<file path="src/design/cbs_pkg.sv">
// Shared types, widths and command codes of the cubic B-spline interpolator.
package cbs_pkg;

  localparam int unsigned MaxPointsDef = 256;
  localparam int unsigned FracBitsDef  = 16;

  localparam int unsigned ShapeW = 32;
  localparam int unsigned PosW   = 25;
  localparam int unsigned CpW    = 48;
  localparam int unsigned RatW   = 21;
  localparam int unsigned ProdW  = CpW + RatW;
  localparam int unsigned Sum1W  = ProdW + 2;
  localparam int unsigned Sum2W  = 21;
  localparam int unsigned WgtW   = 20;
  localparam int unsigned DivW   = 64;
  localparam int unsigned DenW   = 28;

  typedef struct packed {
    logic                     req_type;
    logic signed [ShapeW-1:0] shape_value;
    logic                     last_point;
    logic [PosW-1:0]          position;
  } cbs_req_t;

  typedef struct packed {
    logic signed [31:0] curve_value;
    logic [1:0]         status;
  } cbs_res_t;

  localparam logic [1:0] StOk        = 2'd0;
  localparam logic [1:0] StNoSupport = 2'd1;
  localparam logic [1:0] StNoCurve   = 2'd2;

  typedef logic [4:0] cbs_op_t;

  localparam cbs_op_t OpNone   = 5'd0;
  localparam cbs_op_t OpAccept = 5'd1;
  localparam cbs_op_t OpSinit  = 5'd2;
  localparam cbs_op_t OpFrd    = 5'd3;
  localparam cbs_op_t OpFq     = 5'd4;
  localparam cbs_op_t OpFz     = 5'd5;
  localparam cbs_op_t OpLstart = 5'd6;
  localparam cbs_op_t OpLwr    = 5'd7;
  localparam cbs_op_t OpBrd    = 5'd8;
  localparam cbs_op_t OpBmul   = 5'd9;
  localparam cbs_op_t OpBwr    = 5'd10;
  localparam cbs_op_t OpSdone  = 5'd11;
  localparam cbs_op_t OpEt2    = 5'd12;
  localparam cbs_op_t OpEt3    = 5'd13;
  localparam cbs_op_t OpEs2    = 5'd14;
  localparam cbs_op_t OpEs3    = 5'd15;
  localparam cbs_op_t OpEw     = 5'd16;
  localparam cbs_op_t OpErd    = 5'd17;
  localparam cbs_op_t OpEmul   = 5'd18;
  localparam cbs_op_t OpEacc   = 5'd19;
  localparam cbs_op_t OpEdiv   = 5'd20;
  localparam cbs_op_t OpEout   = 5'd21;
  localparam cbs_op_t OpEnr    = 5'd22;

  typedef struct packed {
    logic is_eval;
    logic last_point;
    logic ready;
    logic div_done;
    logic fwd_end;
    logic bk_end;
    logic k_last;
    logic sum_zero;
  } cbs_stat_t;

endpackage

</file>
<file path="src/design/cbs_ctrl.sv">
// Controller state machine that sequences load, solve and evaluation.
module cbs_ctrl (
  input  logic               clk_i,
  input  logic               rst_ni,
  input  logic               start,
  input  cbs_pkg::cbs_stat_t stat_i,
  output cbs_pkg::cbs_op_t   op_o,
  output logic               busy
);
  import cbs_pkg::*;

  localparam logic [4:0] SIdle   = 5'd0;
  localparam logic [4:0] SDec    = 5'd1;
  localparam logic [4:0] SSinit  = 5'd2;
  localparam logic [4:0] SFrd    = 5'd3;
  localparam logic [4:0] SFwait  = 5'd4;
  localparam logic [4:0] SFz     = 5'd5;
  localparam logic [4:0] SLstart = 5'd6;
  localparam logic [4:0] SLwait  = 5'd7;
  localparam logic [4:0] SBrd    = 5'd8;
  localparam logic [4:0] SBmul   = 5'd9;
  localparam logic [4:0] SBwr    = 5'd10;
  localparam logic [4:0] SSdone  = 5'd11;
  localparam logic [4:0] SEt2    = 5'd12;
  localparam logic [4:0] SEt3    = 5'd13;
  localparam logic [4:0] SEs2    = 5'd14;
  localparam logic [4:0] SEs3    = 5'd15;
  localparam logic [4:0] SEw     = 5'd16;
  localparam logic [4:0] SErd    = 5'd17;
  localparam logic [4:0] SEmul   = 5'd18;
  localparam logic [4:0] SEacc   = 5'd19;
  localparam logic [4:0] SEdiv   = 5'd20;
  localparam logic [4:0] SEwait  = 5'd21;
  localparam logic [4:0] SEnr    = 5'd22;

  logic [4:0] state_q, state_d;

  always_comb begin
    state_d = state_q;
    op_o    = OpNone;
    unique case (state_q)
      SIdle: begin
        if (start) begin
          op_o    = OpAccept;
          state_d = SDec;
        end
      end
      SDec: begin
        if (!stat_i.is_eval) state_d = stat_i.last_point ? SSinit : SIdle;
        else                 state_d = stat_i.ready ? SEt2 : SEnr;
      end
      SSinit: begin
        op_o    = OpSinit;
        state_d = SFrd;
      end
      SFrd: begin
        op_o    = OpFrd;
        state_d = SFwait;
      end
      SFwait: begin
        if (stat_i.div_done) begin
          op_o    = OpFq;
          state_d = SFz;
        end
      end
      SFz: begin
        op_o    = OpFz;
        state_d = stat_i.fwd_end ? SLstart : SFrd;
      end
      SLstart: begin
        op_o    = OpLstart;
        state_d = SLwait;
      end
      SLwait: begin
        if (stat_i.div_done) begin
          op_o    = OpLwr;
          state_d = SBrd;
        end
      end
      SBrd: begin
        op_o    = OpBrd;
        state_d = SBmul;
      end
      SBmul: begin
        op_o    = OpBmul;
        state_d = SBwr;
      end
      SBwr: begin
        op_o    = OpBwr;
        state_d = stat_i.bk_end ? SSdone : SBrd;
      end
      SSdone: begin
        op_o    = OpSdone;
        state_d = SIdle;
      end
      SEt2: begin
        op_o    = OpEt2;
        state_d = SEt3;
      end
      SEt3: begin
        op_o    = OpEt3;
        state_d = SEs2;
      end
      SEs2: begin
        op_o    = OpEs2;
        state_d = SEs3;
      end
      SEs3: begin
        op_o    = OpEs3;
        state_d = SEw;
      end
      SEw: begin
        op_o    = OpEw;
        state_d = SErd;
      end
      SErd: begin
        op_o    = OpErd;
        state_d = SEmul;
      end
      SEmul: begin
        op_o    = OpEmul;
        state_d = SEacc;
      end
      SEacc: begin
        op_o    = OpEacc;
        state_d = stat_i.k_last ? SEdiv : SErd;
      end
      SEdiv: begin
        // An empty weight sum is reported without a division.
        if (stat_i.sum_zero) begin
          op_o    = OpEout;
          state_d = SIdle;
        end else begin
          op_o    = OpEdiv;
          state_d = SEwait;
        end
      end
      SEwait: begin
        if (stat_i.div_done) begin
          op_o    = OpEout;
          state_d = SIdle;
        end
      end
      SEnr: begin
        op_o    = OpEnr;
        state_d = SIdle;
      end
      default: begin
        state_d = SIdle;
      end
    endcase
  end

  always_ff @(posedge clk_i or negedge rst_ni) begin
    if (!rst_ni) state_q <= SIdle;
    else         state_q <= state_d;
  end

  assign busy = (state_q != SIdle);

endmodule

</file>
<file path="config.mk">
export PLATFORM = sky130hd
export DESIGN_NAME = cbs_ctrl
export DESIGN_NICKNAME = d
export VERILOG_FILES = /design/src/design/cbs_pkg.sv /design/src/design/cbs_ctrl.sv
export SDC_FILE = /design/constraint.sdc
export NUM_CORES = 1
export LEC_CHECK = 0
export BUFFER_PORTS_ARGS = -buffer_cell sky130_fd_sc_hd__buf_4
export CAP_MARGIN = 20
export CORE_AREA = 2 2 39 41
export DETAILED_ROUTE_END_ITERATION = 8
export DIE_AREA = 0 0 41 43
export HOLD_SLACK_MARGIN = 0.06
export PLACE_DENSITY = 0.81
export SLEW_MARGIN = 20
export SYNTH_ARGS = -nofsm -noshare
export SYNTH_HDL_FRONTEND = slang
export SYNTH_SLANG_ARGS = --single-unit
</file>
<file path="constraint.sdc">
create_clock -name clk_i -period 5.9 [get_ports clk_i]
set_clock_uncertainty 0.15 [all_clocks]
set_input_delay 1.475 -clock clk_i [delete_from_list [all_inputs] [get_ports clk_i]]
set_output_delay 1.475 -clock clk_i [all_outputs]
set_load 0.005 [all_outputs]
</file>
# ---- Yosys cells after proc, flatten, opt, wreduce, memory -nomap -nowiden
# Cells that the tools add are included.
dict set report classes {
  n_eq_ne 26
  n_mux 18
  reduce_logical 3
}
# cell n
set ops {}
lappend ops {{one-hot mux 5 bit (22 select lines)} 1}
lappend ops {{one-hot mux 5 bit (21 select lines)} 1}
lappend ops {{equality test 5 x 4 -> 1 bit, second input constant} 8}
lappend ops {{two-way mux 5 bit} 8}
lappend ops {{equality test 5 bit, second input constant} 7}
lappend ops {{equality test 5 x 3 -> 1 bit, second input constant} 4}
lappend ops {{two-way mux 3 bit} 4}
lappend ops {{equality test 5 x 2 -> 1 bit, second input constant} 2}
lappend ops {{inequality test 2 bit, second input constant} 4}
lappend ops {{equality test 5 x 1 -> 1 bit, second input constant} 1}
lappend ops {{zero test 5 bit} 1}
lappend ops {{nonzero test 5 bit} 1}
lappend ops {{two-way mux 2 bit} 2}
lappend ops {{AND reduction 4 bit} 1}
lappend ops {{two-way mux 1 bit} 2}
dict set report word_totals {
  reg_bits 5
  inputBits 11
  out_inout_bits 6
  wordCells 48
}

# ---- Logic depth before layout (Yosys ltp)
dict set report depth {
  depth_word 3
  depth_mapped 7
  depth_no_buf 5
}

# ---- Worst setup path after synthesis
# Ideal clock, no wire load.
dict set report synth_timing {
  path_type {input to output}
  startpoint {input port start}
  endpoint {output port op_o[0]}
  arrival_ps 2152
  required_ps 4275
  setup_slack_ps 2123
  stages 4
  n_path_buf 0
  path_cell_list {or3b_1 a21oi_1 a21oi_1 o221ai_2}
}
dict set report synth_between {
  elab_chain_cells 2
}
# item line
set synth_lines {}
lappend synth_lines {{start, declared} cbs_ctrl.sv:5} ;# input logic start,
lappend synth_lines {{two-way mux 1 bit} cbs_ctrl.sv:43} ;# if (start) begin
lappend synth_lines {{one-hot mux 5 bit (22 select lines)} cbs_ctrl.sv:41} ;# unique case (state_q)
lappend synth_lines {{end, declared} cbs_ctrl.sv:7} ;# output cbs_pkg::cbs_op_t op_o,
# No other way between the ends.

# ---- Worst setup path in the final report
dict set report layout_timing {
  startpoint {input port stat_i[4] (netlist name)}
  endpoint {output port op_o[0]}
}
dict set report layout_between {
  elab_chain_cells 2
  elab_cells_between_ends 3
  cone_classes {3 x mux}
}
# item line
set layout_lines {}
lappend layout_lines {{start, declared} cbs_ctrl.sv:6} ;# input cbs_pkg::cbs_stat_t stat_i,
lappend layout_lines {{two-way mux 5 bit / two-way mux 3 bit (equally long branches)} {cbs_ctrl.sv:139, cbs_ctrl.sv:75}}
lappend layout_lines {{one-hot mux 5 bit (22 select lines) *} cbs_ctrl.sv:41}
# Mark *: on every way between the ends. The rest lies on a longest branch, timed or not.

==> run_results.csv <==
group,metric,value,unit
detailed_routing,drtAntennaViolNets,0,
detailed_routing,viasPerCell,6.03,
logic_synthesis,yosysSeqAreaShare,17.4,%
logic_synthesis,avgSynthCellArea,6.84,µm²
place,place.gp.congestion,0.858,
final_layout,area_growth,14.8,%
detailed_routing,drc,0,
sta,finalSetupViolCount,0,
worst_setup_path,ff2ff_setup_slack,3890,ps
floorplan,start_util,51.9,%
sta,hold_viol,0,
worst_setup_path,arrival,2450,ps
global_route,grt_max_degree,28,
detailed_routing,drt_wl_total,1730,µm
pwr,powerDensity,552,mW/mm²
min_path,hold_path.class,"flip-flop to flip-flop",
clock_network,cts-root-buf,"clkbuf_4",
pwr,power,0.000455,W
sta,setup_tns,0,ps
floorplan,fp-row-count,14,
job,cap_violations,0,
detailed_routing,vias,784,
logic_synthesis,synth_flop_cell,"dfrtp_1",
global_route,grt_pass1_wl,3020,µm
clock_network,htree_levels,1,
floorplan,ioPinCount,17,
global_route,gr-total-overflow,0,
worst_setup_path,critPathLaunch,"stat_i[4]",
floorplan,fp.dieH,43,µm
global_route,first_global_vias,660,
final_layout,biggestRegsByFlops,"state_q: 5 flops",
clock_network,clockBufferDepth,2,
final_layout,largest_reg_flops,5,
sta,worstMarginPinSlew,737,ps
logic_synthesis,synth_edf_count,0,
worst_setup_path,path_class,"input pin to output port",
sta,slew_viol_final,0,
sta,timing.hold.ws,694,ps
clock_network,cts_hold_buf,0,
worst_setup_path,worstSetupEndpointType,"output port",
final_layout,antennaDiodeCount,0,
sta,slew_headroom,50.8,%
logic_synthesis,yosys_warnings,0,
sta,rsz0062_at_grt,"false",
worst_setup_path,cp-start-kind,"input pin",
floorplan,die_area,0.00176,mm²
logic_synthesis,ys_ff_latch,5,
detailed_routing,first_pass_iters,4,
place,dp_hpwl,1160,µm
floorplan,die_w,41,µm
min_path,min_from,"state_q[0]$_DFFE_PN0P_",
final_layout,largest_register,"state_q",
logic_synthesis,syn_inst,105,
final_layout,layout-drive-gt1-share,21.1,%
clock_network,clk_pin_slew,50,ps
clock_network,cts_buffers,3,
logic_synthesis,syn-num-nets,116,
detailed_routing,avgRoutedWirePerCell,13.3,µm
global_route,grt.total_usage,25.2,%
logic_synthesis,ys_types,42,
final_layout,fin_cells,130,
detailed_routing,drt_first_iter_violations,14,
clock_network,post_cts_buffers,0,
floorplan,core_area,0.00138,mm²
final_layout,fin_util,59.6,%
clock_network,cts.sinks,5,
global_route,antenna_found_initial,0,
logic_synthesis,synthesis.area,718,µm²
worst_setup_path,cp_max_fo,5,
worst_setup_path,required,4280,ps
sta,fin_crit,4070,ps
outcome,run_status,"complete, no violations",
worst_setup_path,reg2reg_from,"state_q[0]$_DFFE_PN0P_",
clock_network,ctsResizeCount,0,
place,place_inst,126,
final_layout,final_nets,126,
sta,fin_crit_sh,69.0,%
clock_network,cts_tree,"yes",
clock_network,clock_latency,250,ps
pwr,ir_drop,0.000252,V
place,io_buffers,16,
sta,clock.fmax,246,MHz
logic_synthesis,synth-async-reset-ratio,100,%
pwr,p_leak,0.352,nW
[final cells by class]
class                   instances  area [µm²]
clock buffers                   3        22.5
clock inverters                 1        5.00
fillers                       120         559
inverters                       4        15.0
multi-input cells              85         517
flip-flops and latches          5         125
well taps                      16        20.0
repair buffers                 16         120
[critical path, cell delays in order]
cell and delay (ps):
buf_4 130, nor2_1 120, nor2_1 60, and3_1 210, o21ai_1 160, o221ai_2 110, buf_4 170
[where the power goes]
part           internal, W  switching, W  leakage [nW]  total [W]
Clock            0.0000247     0.0000167        0.0177  0.0000414
Combinational     0.000148      0.000124         0.271   0.000271
Sequential       0.0000501     0.0000925        0.0633   0.000143
[synthesized netlist by cell type, drive strengths merged, types with 2 or more instances]
library cell  count  share of area [%]
nor3              2                1.4
nor2b             4                3.5
o221ai            2                3.3
inv               4                2.1
nor4              2                1.7
dfrtp             5                 17
nand2             9                4.7
o21ai            10                7.0
or3               3                2.6
a31oi             2                1.7
a21oi             9                6.3
a22oi             2                2.1
nor2             13                6.8
buf              11                8.5
nand2b            4                3.5
[worst paths after layout]
path,end,cells past startpoint
max,op_o[0],7
min in group asynchronous,state_q[4]$_DFFE_PN0P_,1
min reg2reg,state_q[0]$_DFFE_PN0P_,2
min,state_q[0]$_DFFE_PN0P_,2
max reg2reg,state_q[2]$_DFFE_PN0P_,4
max in group asynchronous,state_q[1]$_DFFE_PN0P_,1
[per-layer routing]
layer	wire (µm)	track usage [%]
met3	66	3.14
met4	17	13.3
met5	0	0
met2	846	34.1
met1	799	37.3
[logic make-up (layout without fill, tap and decap cells)]
family                    after synthesis  count (layout)  synth area share, %
AOI/OAI and AO/OA                      36              36                 34.0
xor gates and xnor gates                1               1                 1.22
muxes                                   2               2                 2.96
and+or+nand+nor                        46              46                 33.8
buffers and inverters                  15              24                 10.6
DFF                                     5               5                 17.4
[cells in the final DEF, fill, tap and decap left out, types with 2 or more instances in the layout]
cell	Yosys	routed
a22oi_1	2	2
inv_1	3	3
a21oi_1	9	9
nor2b_1	4	4
dfrtp_1	5	5
clkbuf_4	0	3
nand2b_1	4	4
nor2_1	13	13
o21ai_0	5	5
nand2_1	9	9
or3_1	3	3
nor3_1	2	2
nor4_1	2	2
o21ai_1	5	5
a31oi_1	2	2
buf_4	0	16
[metrics by stage]
stage	setup slack (ps)	cell area, µm²
after floorplan	2120	718
after global placement	1840	797
after detailed placement	1830	797
after CTS	1830	825
after global routing	1740	825
final	1830	825
(Power assumes the default switching activity.)
