===== src/design/cbs_pkg.sv =====
// Shared types, widths and command codes of the cubic B-spline interpolator.
package cbs_pkg;

  localparam int unsigned MaxPointsDef = 256;
  localparam int unsigned FracBitsDef  = 16;

  localparam int unsigned ShapeW = 32;
  localparam int unsigned PosW   = 25;
  localparam int unsigned CpW    = 48;
  localparam int unsigned RatW   = 21;
  localparam int unsigned ProdW  = CpW + RatW;
  localparam int unsigned Sum1W  = ProdW + 2;
  localparam int unsigned Sum2W  = 21;
  localparam int unsigned WgtW   = 20;
  localparam int unsigned DivW   = 64;
  localparam int unsigned DenW   = 28;

  typedef struct packed {
    logic                     req_type;
    logic signed [ShapeW-1:0] shape_value;
    logic                     last_point;
    logic [PosW-1:0]          position;
  } cbs_req_t;

  typedef struct packed {
    logic signed [31:0] curve_value;
    logic [1:0]         status;
  } cbs_res_t;

  localparam logic [1:0] StOk        = 2'd0;
  localparam logic [1:0] StNoSupport = 2'd1;
  localparam logic [1:0] StNoCurve   = 2'd2;

  typedef logic [4:0] cbs_op_t;

  localparam cbs_op_t OpNone   = 5'd0;
  localparam cbs_op_t OpAccept = 5'd1;
  localparam cbs_op_t OpSinit  = 5'd2;
  localparam cbs_op_t OpFrd    = 5'd3;
  localparam cbs_op_t OpFq     = 5'd4;
  localparam cbs_op_t OpFz     = 5'd5;
  localparam cbs_op_t OpLstart = 5'd6;
  localparam cbs_op_t OpLwr    = 5'd7;
  localparam cbs_op_t OpBrd    = 5'd8;
  localparam cbs_op_t OpBmul   = 5'd9;
  localparam cbs_op_t OpBwr    = 5'd10;
  localparam cbs_op_t OpSdone  = 5'd11;
  localparam cbs_op_t OpEt2    = 5'd12;
  localparam cbs_op_t OpEt3    = 5'd13;
  localparam cbs_op_t OpEs2    = 5'd14;
  localparam cbs_op_t OpEs3    = 5'd15;
  localparam cbs_op_t OpEw     = 5'd16;
  localparam cbs_op_t OpErd    = 5'd17;
  localparam cbs_op_t OpEmul   = 5'd18;
  localparam cbs_op_t OpEacc   = 5'd19;
  localparam cbs_op_t OpEdiv   = 5'd20;
  localparam cbs_op_t OpEout   = 5'd21;
  localparam cbs_op_t OpEnr    = 5'd22;

  typedef struct packed {
    logic is_eval;
    logic last_point;
    logic ready;
    logic div_done;
    logic fwd_end;
    logic bk_end;
    logic k_last;
    logic sum_zero;
  } cbs_stat_t;

endpackage


===== src/design/cbs_div.sv =====
// Radix-2 restoring divider, one quotient bit per cycle.
module cbs_div (
  input  logic                      clk_i,
  input  logic                      rst_ni,
  input  logic                      start_i,
  input  logic [cbs_pkg::DivW-1:0]  num_i,
  input  logic [cbs_pkg::DenW-1:0]  den_i,
  output logic                      done_o,
  output logic [cbs_pkg::DivW-1:0]  quot_o
);
  import cbs_pkg::*;

  localparam int unsigned CntW = $clog2(DivW + 1);

  logic [DivW-1:0] num_q;
  logic [DenW-1:0] rem_q, den_q;
  logic [CntW-1:0] cnt_q;
  logic            run_q, done_q;
  logic [DenW:0]   sh_w, diff_w;

  assign sh_w   = {rem_q, num_q[DivW-1]};
  assign diff_w = sh_w - {1'b0, den_q};

  always_ff @(posedge clk_i or negedge rst_ni) begin
    if (!rst_ni) begin
      run_q  <= 1'b0;
      done_q <= 1'b0;
      cnt_q  <= '0;
    end else begin
      done_q <= 1'b0;
      if (start_i) begin
        run_q <= 1'b1;
        cnt_q <= CntW'(DivW);
      end else if (run_q) begin
        cnt_q <= cnt_q - CntW'(1);
        if (cnt_q == CntW'(1)) begin
          run_q  <= 1'b0;
          done_q <= 1'b1;
        end
      end
    end
  end

  always_ff @(posedge clk_i) begin
    if (start_i) begin
      num_q <= num_i;
      den_q <= den_i;
      rem_q <= '0;
    end else if (run_q) begin
      // A clear borrow bit means the shifted remainder covers the divisor.
      rem_q <= diff_w[DenW] ? sh_w[DenW-1:0] : diff_w[DenW-1:0];
      num_q <= {num_q[DivW-2:0], ~diff_w[DenW]};
    end
  end

  assign done_o = done_q;
  assign quot_o = num_q;

endmodule


===== config.mk =====
export PLATFORM = sky130hd
export DESIGN_NAME = cbs_div
export DESIGN_NICKNAME = d
export VERILOG_FILES = /design/src/design/cbs_pkg.sv /design/src/design/cbs_div.sv
export SDC_FILE = /design/constraint.sdc
export NUM_CORES = 1
export LEC_CHECK = 0
export BUFFER_PORTS_ARGS = -buffer_cell sky130_fd_sc_hd__buf_4
export CAP_MARGIN = 20
export CELL_PAD_IN_SITES_DETAIL_PLACEMENT = 1
export CELL_PAD_IN_SITES_GLOBAL_PLACEMENT = 1
export CORE_ASPECT_RATIO = 1.5
export CORE_MARGIN = 5
export CORE_UTILIZATION = 40
export CTS_CLUSTER_DIAMETER = 60
export CTS_CLUSTER_SIZE = 28
export DETAILED_ROUTE_END_ITERATION = 10
export GPL_TIMING_DRIVEN = 1
export PLACE_DENSITY = 0.75
export SYNTH_ARGS = -nofsm -noshare
export SYNTH_HDL_FRONTEND = slang
export SYNTH_SLANG_ARGS = --single-unit

===== constraint.sdc =====
create_clock -name clk_i -period 8.33 [get_ports clk_i]
set_input_delay 0.4165 -clock clk_i [delete_from_list [all_inputs] [get_ports clk_i]]
set_output_delay 0.4165 -clock clk_i [all_outputs]
set_load 0.03 [all_outputs]

## Yosys cells after proc, flatten, opt, wreduce, memory -nomap -nowiden

Index checks and enable logic that the tools add are counted.

- Register bits after elaboration: 129
- Input bits: 95
- Output and inout port bits: 65

- Add/subtract/negate cells: 2
- Equality and inequality tests: 1
- Mux-type cells: 11
- Bitwise logic cells: 1
- Reduce and logical (&&, ||, !) cells: 1

Operators with widths:

| operator | number |
|---|---|
| 2-to-1 mux 64 bit | 2 |
| subtractor 29 x 28 -> 29 bit | 1 |
| 2-to-1 mux 28 bit | 1 |
| 2-to-1 mux 7 bit | 2 |
| == test 7 x 1 -> 1 bit, second input constant | 1 |
| subtractor 7 x 1 -> 7 bit, second input constant | 1 |
| 2-to-1 mux 1 bit | 6 |
| nonzero test 2 bit | 1 |
| inverter 1 bit | 1 |

## Longest topological paths before layout

Gate-level depths: netlist (run 1).

- Depth in word-level cells: 4
- Mapped depth: 13
- Depth with buffers taken out: 12

## Worst setup path before layout (run 1)

No wires, ideal clock.

- Path kind: register to register
- Start point: register num_q[63], in the netlist quot_o[63]
- End point: register rem_q[25]
- Setup time: 0.136 ns
- Arrival time: 2.847 ns
- Required time: 8.194 ns
- Slack: 5.347 ns
- Stages on the path, launching flop included: 14
- Cell sequence: edfxtp_1 > inv_1 > ha_1 > fa_1 > nor2b_4 > o31a_4 > o31ai_4 > o21a_2 > o21ai_2 > a31oi_4 > xnor2_4 > buf_4 > mux2i_1 > a211oi_2

- Word-level cells in the longest chain between the ends: 2

RTL lines:

| item | RTL line | text |
|---|---|---|
| start, declared | cbs_div.sv:15 | `logic [DivW-1:0] num_q;` |
| start signal, assigned | cbs_div.sv:46 | `num_q <= num_i;` |
| start signal, assigned | cbs_div.sv:52 | `num_q <= {num_q[DivW-2:0], ~diff_w[DenW]};` |
| subtractor 29 x 28 -> 29 bit | cbs_div.sv:22 | `assign diff_w = sh_w - {1'b0, den_q};` |
| 2-to-1 mux 28 bit | cbs_div.sv:51 | `rem_q <= diff_w[DenW] ? sh_w[DenW-1:0] : diff_w[DenW-1:0];` |
| end signal, assigned | cbs_div.sv:51 |  |
| end, declared | cbs_div.sv:16 | `logic [DenW-1:0] rem_q, den_q;` |

No other way between the ends.
A chain may end at the register's enable or synchronous reset.

## Worst setup path after layout (run 1)

- Start point: register num_q[63], in the netlist quot_o[63]
- End point: register rem_q[1]

Same word-level chain as after synthesis.

==> results of run 1 <==
-- layout make-up --
cell class                 instances  area, sq um  area share
clock buffer                      20        446.7     0.05016
clock inverter                    12        182.7     0.02051
inverter                          36        135.1     0.01517
multi-input combinational        385         3088      0.3468
sequential                       129         3548      0.3985
tap                              210        262.8     0.02951
timing repair buffer             165         1241      0.1394
-- cell usage after synthesis, drive strengths merged, types with 3 or more instances --
| cell type | count | area (sq um) |
|---|---|---|
| a21oi | 26 | 130.1 |
| o21bai | 4 | 30.03 |
| nand2 | 14 | 52.55 |
| nor2 | 47 | 176.4 |
| a31oi | 5 | 46.29 |
| xor2 | 14 | 122.6 |
| nor4 | 3 | 25.02 |
| dfrtp | 9 | 225.2 |
| o31a | 3 | 35.04 |
| clkbuf | 14 | 52.55 |
| nand2b | 8 | 50.05 |
| nand4 | 3 | 18.77 |
| and3 | 6 | 37.54 |
| nand3 | 5 | 25.02 |
| mux2i | 17 | 170.2 |
| o21ai | 17 | 88.83 |
| inv | 36 | 135.1 |
| a21o | 12 | 90.09 |
| a211oi | 22 | 180.2 |
| nor3b | 8 | 60.06 |
| nand3b | 3 | 22.52 |
| nor3 | 9 | 45.04 |
| buf | 10 | 51.30 |
| and2 | 4 | 27.53 |
| dfxtp | 28 | 560.5 |
| o21a | 6 | 47.55 |
| ha | 30 | 375.4 |
| or3 | 5 | 31.28 |
| nor2b | 6 | 45.04 |
| o311ai | 3 | 26.28 |
| edfxtp | 92 | 2763 |
| mux2 | 64 | 720.7 |
| xnor2 | 16 | 158.9 |
-- power by group through the flow --
| stage | Sequential, W | Combinational, W | Clock (W) |
|---|---|---|---|
| 2_1_floorplan | 0.00100 | 0.000675 | 0 |
| 6_report | 0.000921 | 0.00104 | 0.000803 |
| 3_3_place_gp | 0.000926 | 0.000995 | 0 |
| 5_1_grt | 0.000937 | 0.00113 | 0.000853 |
| 3_5_place_dp | 0.000933 | 0.00104 | 0 |
| 4_1_cts | 0.000924 | 0.00105 | 0.000823 |
-- per-stage QoR --
step | utilization | cell area [sq um] | hold WS (ns)
after floorplan | - | 6875 | 0.1209
after global placement | 0.4909 | 8265 | 0.2444
after detailed placement | 0.4909 | 8265 | 0.2483
after CTS | 0.5289 | 8905 | 0.1506
after global routing | 0.5289 | 8905 | 0.1448
final | 0.5289 | 8905 | 0.1727
-- logic make-up (layout without fill, tap and decap cells) --
| group | after synthesis | after routing |
|---|---|---|
| AOI/OAI and AO/OA | 117 | 117 |
| xor gates and xnor gates | 30 | 30 |
| adders and majority gates | 31 | 31 |
| buffers and inverters | 60 | 233 |
| DFF | 129 | 129 |
| muxes | 81 | 81 |
| and+or+nand+nor | 126 | 126 |
-- registers in the layout, summed over array words and instances (netlist names) --
signal  cells
quot_o     64
den_q      28
rem_q      28
cnt_q       7
done_o      1
run_q       1
-- what timing repair did --
action	in CTS	in global routing
hold endpoints to repair	9	0
hold buffers	1	0
setup endpoints to repair	0	0
-- routing by layer --
metal / share of wire / track usage
met1: 0.36 / 0.1947
met2: 0.54 / 0.3513
met3: 0.087 / 0.08811
met4: 0.021 / 0.07086
met5: 0 / 0
-- final timing paths --
check / start / to / slack, ns / cells past startpoint
max: quot_o[63] / rem_q[1] / 4.88 / 13
min: den_i[27] / den_q[27] / 0.17 / 1
max reg2reg: quot_o[63] / rem_q[1] / 4.88 / 13
min reg2reg: rem_q[11] / rem_q[11] / 0.51 / 2
max in group asynchronous: rst_ni / run_q / 7.83 / 2
min in group asynchronous: rst_ni / cnt_q[2] / 0.35 / 2
-- worst max-delay path, stage by stage (launching register included) --
cell,delay [ns]
edfxtp_1,0.39
inv_1,0.06
ha_1,0.23
fa_1,0.46
nor2b_4,0.16
o31a_4,0.16
o31ai_4,0.07
o21a_2,0.22
o21ai_2,0.21
a31oi_4,0.14
xnor2_4,0.31
buf_4,0.43
nor3_1,0.11
or3_1,0.39
==> impl_metrics.toml, run 1 <==
[global_route]
grt_pass1_wl_um = 29950
antenna_found_initial = 0
grt.overflow.total = 0
grt_pass1_vias = 5897
grt_max_degree = 66
grt_use_total = 0.1952

[routing]
dr.first_iter.drc_count = 171
vias = 5157
final_antenna_net_count = 0
dr.pass1.iters = 4
wirelength_um = 18720
wire_per_inst_um = 19.56
drc_errors = 0
vias_per_cell = 5.389

[clock_network]
clkLatencyLatePin_ns = 0.42
cts-root-buf = "clkbuf_16"
cts.htree.levels = 4
cts_setup_buffers = 0
cts_made_buffers = 17
path_clk_slew_ns = 0.06
clockBufferDepth = 2
cts_tree = "yes"
cts_resized = 0
cts.sinks = 129

[critical_path]
end_kind = "flip-flop"
arrival_ns = 3.75
start_kind = "flip-flop"
worstPathRequired_ns = 8.63
crit_fanout = 27
worstSetupPathType = "flip-flop to flip-flop"

[placed_design]
portBuffers = 159
hpwl_um = 13920
place_ws_ns = 4.837
dp_cells = 924
place.gp.congestion = 0.8414

[timing]
worstMarginPinSlew_ns = 0.8399
tns_ns = 0
drv_slew = 0
fin_ws_ns = 4.876
period_share = 0.4147
max_freq_ghz = 0.2895
rsz0062_at_grt = "no"
max_slew_margin = 0.4401
fin_skew_ns = 0.01194
setup_viol = 0
fin_crit_ns = 3.454
hold_violations = 0

[synthesis]
synth_compound_area_frac = 0.1252
ys_seq_elements = 129
syn_nets = 700
syn_inst = 574
yosys.area_share.simple = 0.09591
postSynth.asyncResetShare = 0.06977
syn-cell-area_sq_um = 6875
synth-edff-count = 92
ys_warn_count = 0
synth_seq_area_share = 0.5161
synthAdderAreaFrac = 0.05751
syn_area_per_cell_sq_um = 11.98
synth-main-ff-cell = "edfxtp_1"
synth.area.mux_share = 0.1296
synth_cell_types = 69
synth_top_family_by_area = "multiplexers"
synth_xor_area_frac = 0.04095

[pwr]
pwr-share-clk = 0.291
internal-power_w = 0.001794
seq_power_share = 0.334
switching_share = 0.3505
max-vdd-ir-drop_v = 0.0001435
combPwrFrac = 0.375
power_w = 0.002762
p_sw_w = 0.0009678
power_density_nw_per_um2 = 310.1
leakagePower_nw = 3.748

[floorplan]
top_level_ports = 160
die_h_um = 170.6
die_w_um = 117.0
coreArea_sq_um = 16840
fp.dieArea_sq_um = 19960
std_cell_rows = 58
initial_core_util = 0.4084

[layout]
layout_commonest_cell = "buf_4"
final_cell_mix = "buf_4 (164), edfxtp_1 (92), mux2_2 (64)"
fill_cells = 1802
drive_above_1_share = 0.3722
nNetsFinal = 860
n_antenna_cell = 0
area_growth_pct = 29.52
instances_no_fill = 957

[status]
outcome = "complete, no violations"

[hold_path]
hold_class = "input port to flip-flop"

[run]
maxCapViolCount = 0
(Power assumes the default switching activity.)
==> run 2: changes to the inputs <==
ABC_AREA = 1   (was unset)
PLACE_DENSITY = 0.8   (was 0.75)
clock period = 3.48 ns   (was 8.33 ns; I/O delays follow)
==> run 2 against run 1 <==
  * Synthesized cell count up 79%
  * Total power up 61%
  * Sequential power up 100%
  * Core utilization up 0.41 points
  * Critical path type unchanged
  * Via count up 37%
  * Worst setup slack worse by 4.1 ns
==> impl_metrics.toml, run 2 <==
[global_route]
antenna_found_initial = 0
grt.overflow.total = 0
grt_max_degree = 57
grt_use_total = 0.2230
grt_pass1_vias = 7815
grt_pass1_wl_um = 37850

[hold_path]
whs_path_depth = 3
hold_class = "input port to flip-flop"
whs_endpoint = "quot_o[23]"
hp-start = "num_i[23]"

[critical_path]
reg2reg_from = "quot_o[63]"
crit_family = "simple AND/OR/NAND/NOR gates"
slowest_stage = "fa_1"
worstPathRequired_ns = 3.80
worstPathCellList = "inv_1 -> ha_1 -> fa_1 -> inv_1 -> nand3_1 -> nand3_2 -> nand3_1 -> nand3_2 -> nand2_2 -> nand2_2 -> nand2_1 -> nand2_2 -> buf_4 -> nand2_1 -> nand3_1 -> nand2_1"
r2r_end = "rem_q[12]"
end_kind = "flip-flop"
path_buf_inv = 3
max_stage_delay_ns = 0.40
r2r_cells = 16
start_kind = "flip-flop"
worstSetupPathType = "flip-flop to flip-flop"
rrSetupSlack_ns = 0.75
arrival_ns = 3.05
crit_fanout = 17

[layout]
final_cell_mix = "nand2_1 (483), buf_4 (167), inv_1 (163)"
multiInputGateArea_sq_um = 3292
post-route-util = 0.5331
layout_commonest_cell = "nand2_1"
n_antenna_cell = 0
regArea_sq_um = 3548
drive_above_1_share = 0.1925
nNetsFinal = 1344
design_area_sq_um = 9927
area_growth_pct = 30.86
instances_no_fill = 1483
largest_reg_flops = 64
fill_cells = 2404

[pwr]
max-vdd-ir-drop_v = 0.0002992
power_density_nw_per_um2 = 446.9
leakagePower_nw = 5.328

[status]
outcome = "complete, no violations"

[synthesis]
postSynth.asyncResetShare = 0.06977
synth-edff-count = 92
syn-cell-area_sq_um = 7586
synth.area.top_cells = "edfxtp_1 (36%), nand2_1 (24%), inv_1 (8.1%)"
synth_common_cells = "nand2_1 (483), inv_1 (164), edfxtp_1 (92), nand3_1 (53), nor2_1 (42)"
yosysTopAreaCell = "edfxtp_1"
synth_cell_types = 34
synth-main-ff-cell = "edfxtp_1"
ys_warn_count = 0
ys_seq_elements = 129
yosysMostFrequentCell = "nand2_1"
synth_seq_area_share = 0.4678
syn_inst = 1025
syn_nets = 1151
syn_area_per_cell_sq_um = 7.401
synth_top_cell_area_share = 0.3642

[timing]
rsz0062_at_grt = "no"
tns_ns = 0
drv_slew = 0
max_slew_margin = 0.4449
worstMarginPinSlew_ns = 0.8317
max_freq_ghz = 0.3656
hold_violations = 0
period_share = 0.7859
setup_viol = 0
fin_skew_ns = 0.006987
fin_crit_ns = 2.735

[routing]
dr.first_iter.drc_count = 249
wl_met1_um = 8466
dr.pass1.iters = 6
wire_per_inst_um = 15.78
wirelength_um = 23400
vias_per_cell = 4.779
vias = 7087
met3WireLength_um = 1779
drc_errors = 0
wl_met2_um = 12460
routed.top_layer = "met4"
final_antenna_net_count = 0

[clock_network]
cts.sinks = 129
cts_tree = "yes"
cts-root-buf = "clkbuf_16"
clkLatencyLatePin_ns = 0.42
path_clk_slew_ns = 0.07
clockBufferDepth = 2
cts.htree.levels = 4
cts_made_buffers = 17
cts_resized = 0

[floorplan]
top_level_ports = 160
std_cell_rows = 61
coreArea_sq_um = 18620
die_w_um = 122.4
fp.dieArea_sq_um = 21880
initial_core_util = 0.4074
die_h_um = 178.7

[placed_design]
portBuffers = 159
place.gp.congestion = 0.9105
dpl-instance-area_sq_um = 9032
dp_cells = 1419
hpwl_um = 17660

[run]
maxCapViolCount = 0
[run 2: cell count changes in the layout (fill, tap and decap cells not counted), moves of 17 or more]
cell / delta
a211oi_1: -19
inv_1: +128
nand2_2: +19
mux2i_1: -17
mux2_2: -64
nand2_1: +469
dlygate4sd3_1: +31
nand3_1: +48
[run 2: per-stage QoR]
stage,power (W),setup WS (ns),hold slack [ns]
final,0.004436,0.7451,0.01411
after global routing,0.004631,0.4943,0.005839
after CTS,0.004482,0.7219,0.001361
after detailed placement,0.002663,0.7205,0.008411
after global placement,0.002646,0.8855,0.006298
after floorplan,0.002327,1.020,-0.1216
[run 2: worst max path at each step]
| stage | start | endpoint | slack [ns] | depth (start not counted) |
|---|---|---|---|---|
| after floorplan | quot_o[63] | quot_o[0] | 1.02 | 15 |
| after global placement | quot_o[63] | rem_q[9] | 0.89 | 16 |
| after detailed placement | quot_o[63] | rem_q[16] | 0.72 | 16 |
| after CTS | quot_o[63] | rem_q[9] | 0.72 | 16 |
| after global routing | quot_o[63] | rem_q[15] | 0.49 | 16 |
| final | quot_o[63] | rem_q[12] | 0.75 | 16 |
[run 2: where the power goes]
part	switching [W]	leakage (nW)	internal, W
Sequential	0.0000755	1.31	0.00179
Clock	0.000774	0.267	0.00100
Combinational	0.000486	3.75	0.000304
[run 2: kinds of logic after synthesis]
kind of cell / count (synthesis) / share of synthesized area
fa+ha+maj: 31 / 0.05212
xor+xnor: 13 / 0.01501
buf+inv: 191 / 0.09896
compound gates: 36 / 0.02804
simple gates: 625 / 0.3381
flops: 129 / 0.4678
[run 2: cell type report]
class,instances,area share
clock buffer,17,0.04285
sequential,129,0.3574
tap,252,0.03176
multi-input combinational,705,0.3316
timing repair buffer,199,0.1586
inverter,166,0.06277
clock inverter,15,0.01500
[run 2: tightest hold or removal path, stage by stage]
cell     delay (ns)
buf_4          0.08
nand2_1        0.04
nand2_1        0.05
[run 2: what timing repair did]
item	CTS	global route
endpoints found under the hold margin	39	1
hold buffers	31	1
buffers inserted	0	0
[run 2: routing by layer]
layer  vias to the layer above  global-route usage
li1                       3538                   -
met1                      3311              0.2210
met2                       198              0.4168
met3                        40             0.07923
met4                         0             0.08921
met5                         -                   0
==> run 3: changes to the inputs <==
clock period = 2.7 ns   (was 3.48 ns; I/O delays follow)
==> run 3 against run 2 <==
  * Non-clock buffer count rose by 55
  * Total power increased by 36%
  * Largest cell class unchanged
  * Wire length up 22%
  * Maximum frequency up 9.5%
  * First-iteration DRC count increased by 33%
  * Combinational power up 44%
  * Critical path type unchanged
==> impl_metrics.toml, run 3 (same netlist as run 2, synthesis figures left out) <==
[status]
outcome = "complete, no violations"

[hold_path]
whs_path_depth = 3
whs_endpoint = "quot_o[47]"
hold_class = "input port to flip-flop"
hp-start = "num_i[47]"

[routing]
vias_per_cell = 4.963
dr.first_iter.drc_count = 331
final_antenna_net_count = 0
dr.pass1.iters = 4
vias = 7633
drc_errors = 0
wire_per_inst_um = 18.60
wirelength_um = 28600

[run]
maxCapViolCount = 0

[placed_design]
hpwl_um = 17840
dpl-instance-area_sq_um = 9060
portBuffers = 159
place.gp.congestion = 0.9312

[layout]
drive_above_1_share = 0.1860
final_cell_mix = "nand2_1 (483), buf_4 (166), inv_1 (163)"
largest_reg_flops = 64
design_area_sq_um = 10530
area_growth_pct = 38.79
nNetsFinal = 1399
layout_commonest_cell = "nand2_1"

[global_route]
grt.overflow.total = 0
grt_pass1_vias = 8657
grt_pass1_wl_um = 45820
grt_max_degree = 70
antenna_found_initial = 1
grt_use_total = 0.2727

[floorplan]
top_level_ports = 160
die_w_um = 122.4
std_cell_rows = 61
coreArea_sq_um = 18620
initial_core_util = 0.4074
die_h_um = 178.7
fp.dieArea_sq_um = 21880

[critical_path]
crit_fanout = 11
worstSetupPathType = "flip-flop to flip-flop"
start_kind = "flip-flop"
end_kind = "flip-flop"
r2r_cells = 16
reg2reg_from = "quot_o[63]"
rrSetupSlack_ns = 0.20
worstPathRequired_ns = 3.01
arrival_ns = 2.81
r2r_end = "rem_q[2]"

[timing]
max_slew_margin = 0.4621
max_freq_ghz = 0.4003
hold_slack_ns = 0.01556
rsz0062_at_grt = "no"
period_share = 0.9252
fin_skew_ns = 0.01756
tns_ns = 0
fin_crit_ns = 2.498
worstMarginPinSlew_ns = 0.8068
drv_slew = 0
hold_violations = 0
setup_viol = 0

[clock_network]
cts_made_buffers = 17
cts.sinks = 129
cts_tree = "yes"
cts.htree.levels = 4
path_clk_slew_ns = 0.07
clockBufferDepth = 2
cts-root-buf = "clkbuf_16"
clkLatencyLatePin_ns = 0.43

[pwr]
leakagePower_nw = 5.588
power_w = 0.006034
max-vdd-ir-drop_v = 0.0004202
power_density_nw_per_um2 = 573.1
-- run 3: changes by cell type in the layout (fill, tap and decap cells not counted), moves of 2 or more --
cell           previous run  this run
clkinv_4                  0         3
buf_6                     0         2
bufinv_16                 1         3
inv_6                     5         1
dlygate4sd3_1            32        85
-- run 3: critical path, cell delays in order (launching register included) --
cell and delay (ns):
edfxtp_1 0.34, inv_1 0.07, ha_1 0.25, fa_1 0.42
inv_1 0.09, nand3_1 0.09, nand3_2 0.12, nand3_1 0.09
nand3_2 0.11, nand2_2 0.09, nand2_2 0.09, nand2_2 0.08
nand2_2 0.08, buf_4 0.19, nand2_1 0.08, nand3_1 0.13
nand2_1 0.07
-- run 3: layout make-up --
class                   instances  area [sq um]
repair buffers                254          2140
clock inverters                14         182.7
diodes                          1         2.502
multi-input cells             705          3292
flip-flops and latches        129          3548
clock buffers                  17         425.4
fillers                      2305          8094
well taps                     252         315.3
inverters                     166         623.1
-- run 3: layer usage --
metal,global-route usage,wire length [um],vias to the layer above
met2,0.5075,15140,254
met4,0.1191,1138,0
met5,0,0,-
li1,-,-,3646
met1,0.2845,10550,3664
met3,0.07071,1770,69
-- run 3: worst max-delay path by stage --
stage / start / endpoint / slack [ns]
after floorplan: quot_o[63] / quot_o[0] / 0.24
after global placement: quot_o[63] / quot_o[0] / 0.34
after detailed placement: quot_o[63] / quot_o[0] / 0.21
after CTS: quot_o[63] / quot_o[0] / 0.19
after global routing: quot_o[63] / rem_q[2] / 0.03
final: quot_o[63] / rem_q[2] / 0.20
-- run 3: power breakdown --
group | total [W] | switching, W | leakage (nW) | internal (W)
Clock | 0.00247 | 0.00101 | 0.285 | 0.00146
Combinational | 0.00114 | 0.000691 | 3.99 | 0.000445
Sequential | 0.00243 | 0.000116 | 1.31 | 0.00231
-- run 3: metrics by stage --
step	setup slack (ns)	cells	util
3_3_place_gp	0.3380	1421	0.4865
2_1_floorplan	0.2402	1025	-
3_5_place_dp	0.2058	1421	0.4865
6_report	0.2019	1538	0.5654
4_1_cts	0.1910	1537	0.5648
5_1_grt	0.02643	1538	0.5654
-- run 3: repair_timing --
action | in CTS | in global routing
endpoints found under the setup margin | 0 | 8
hold endpoints to repair | 93 | 0
resized for setup | 0 | 2
hold buffers | 85 | 0
buffers inserted | 0 | 0
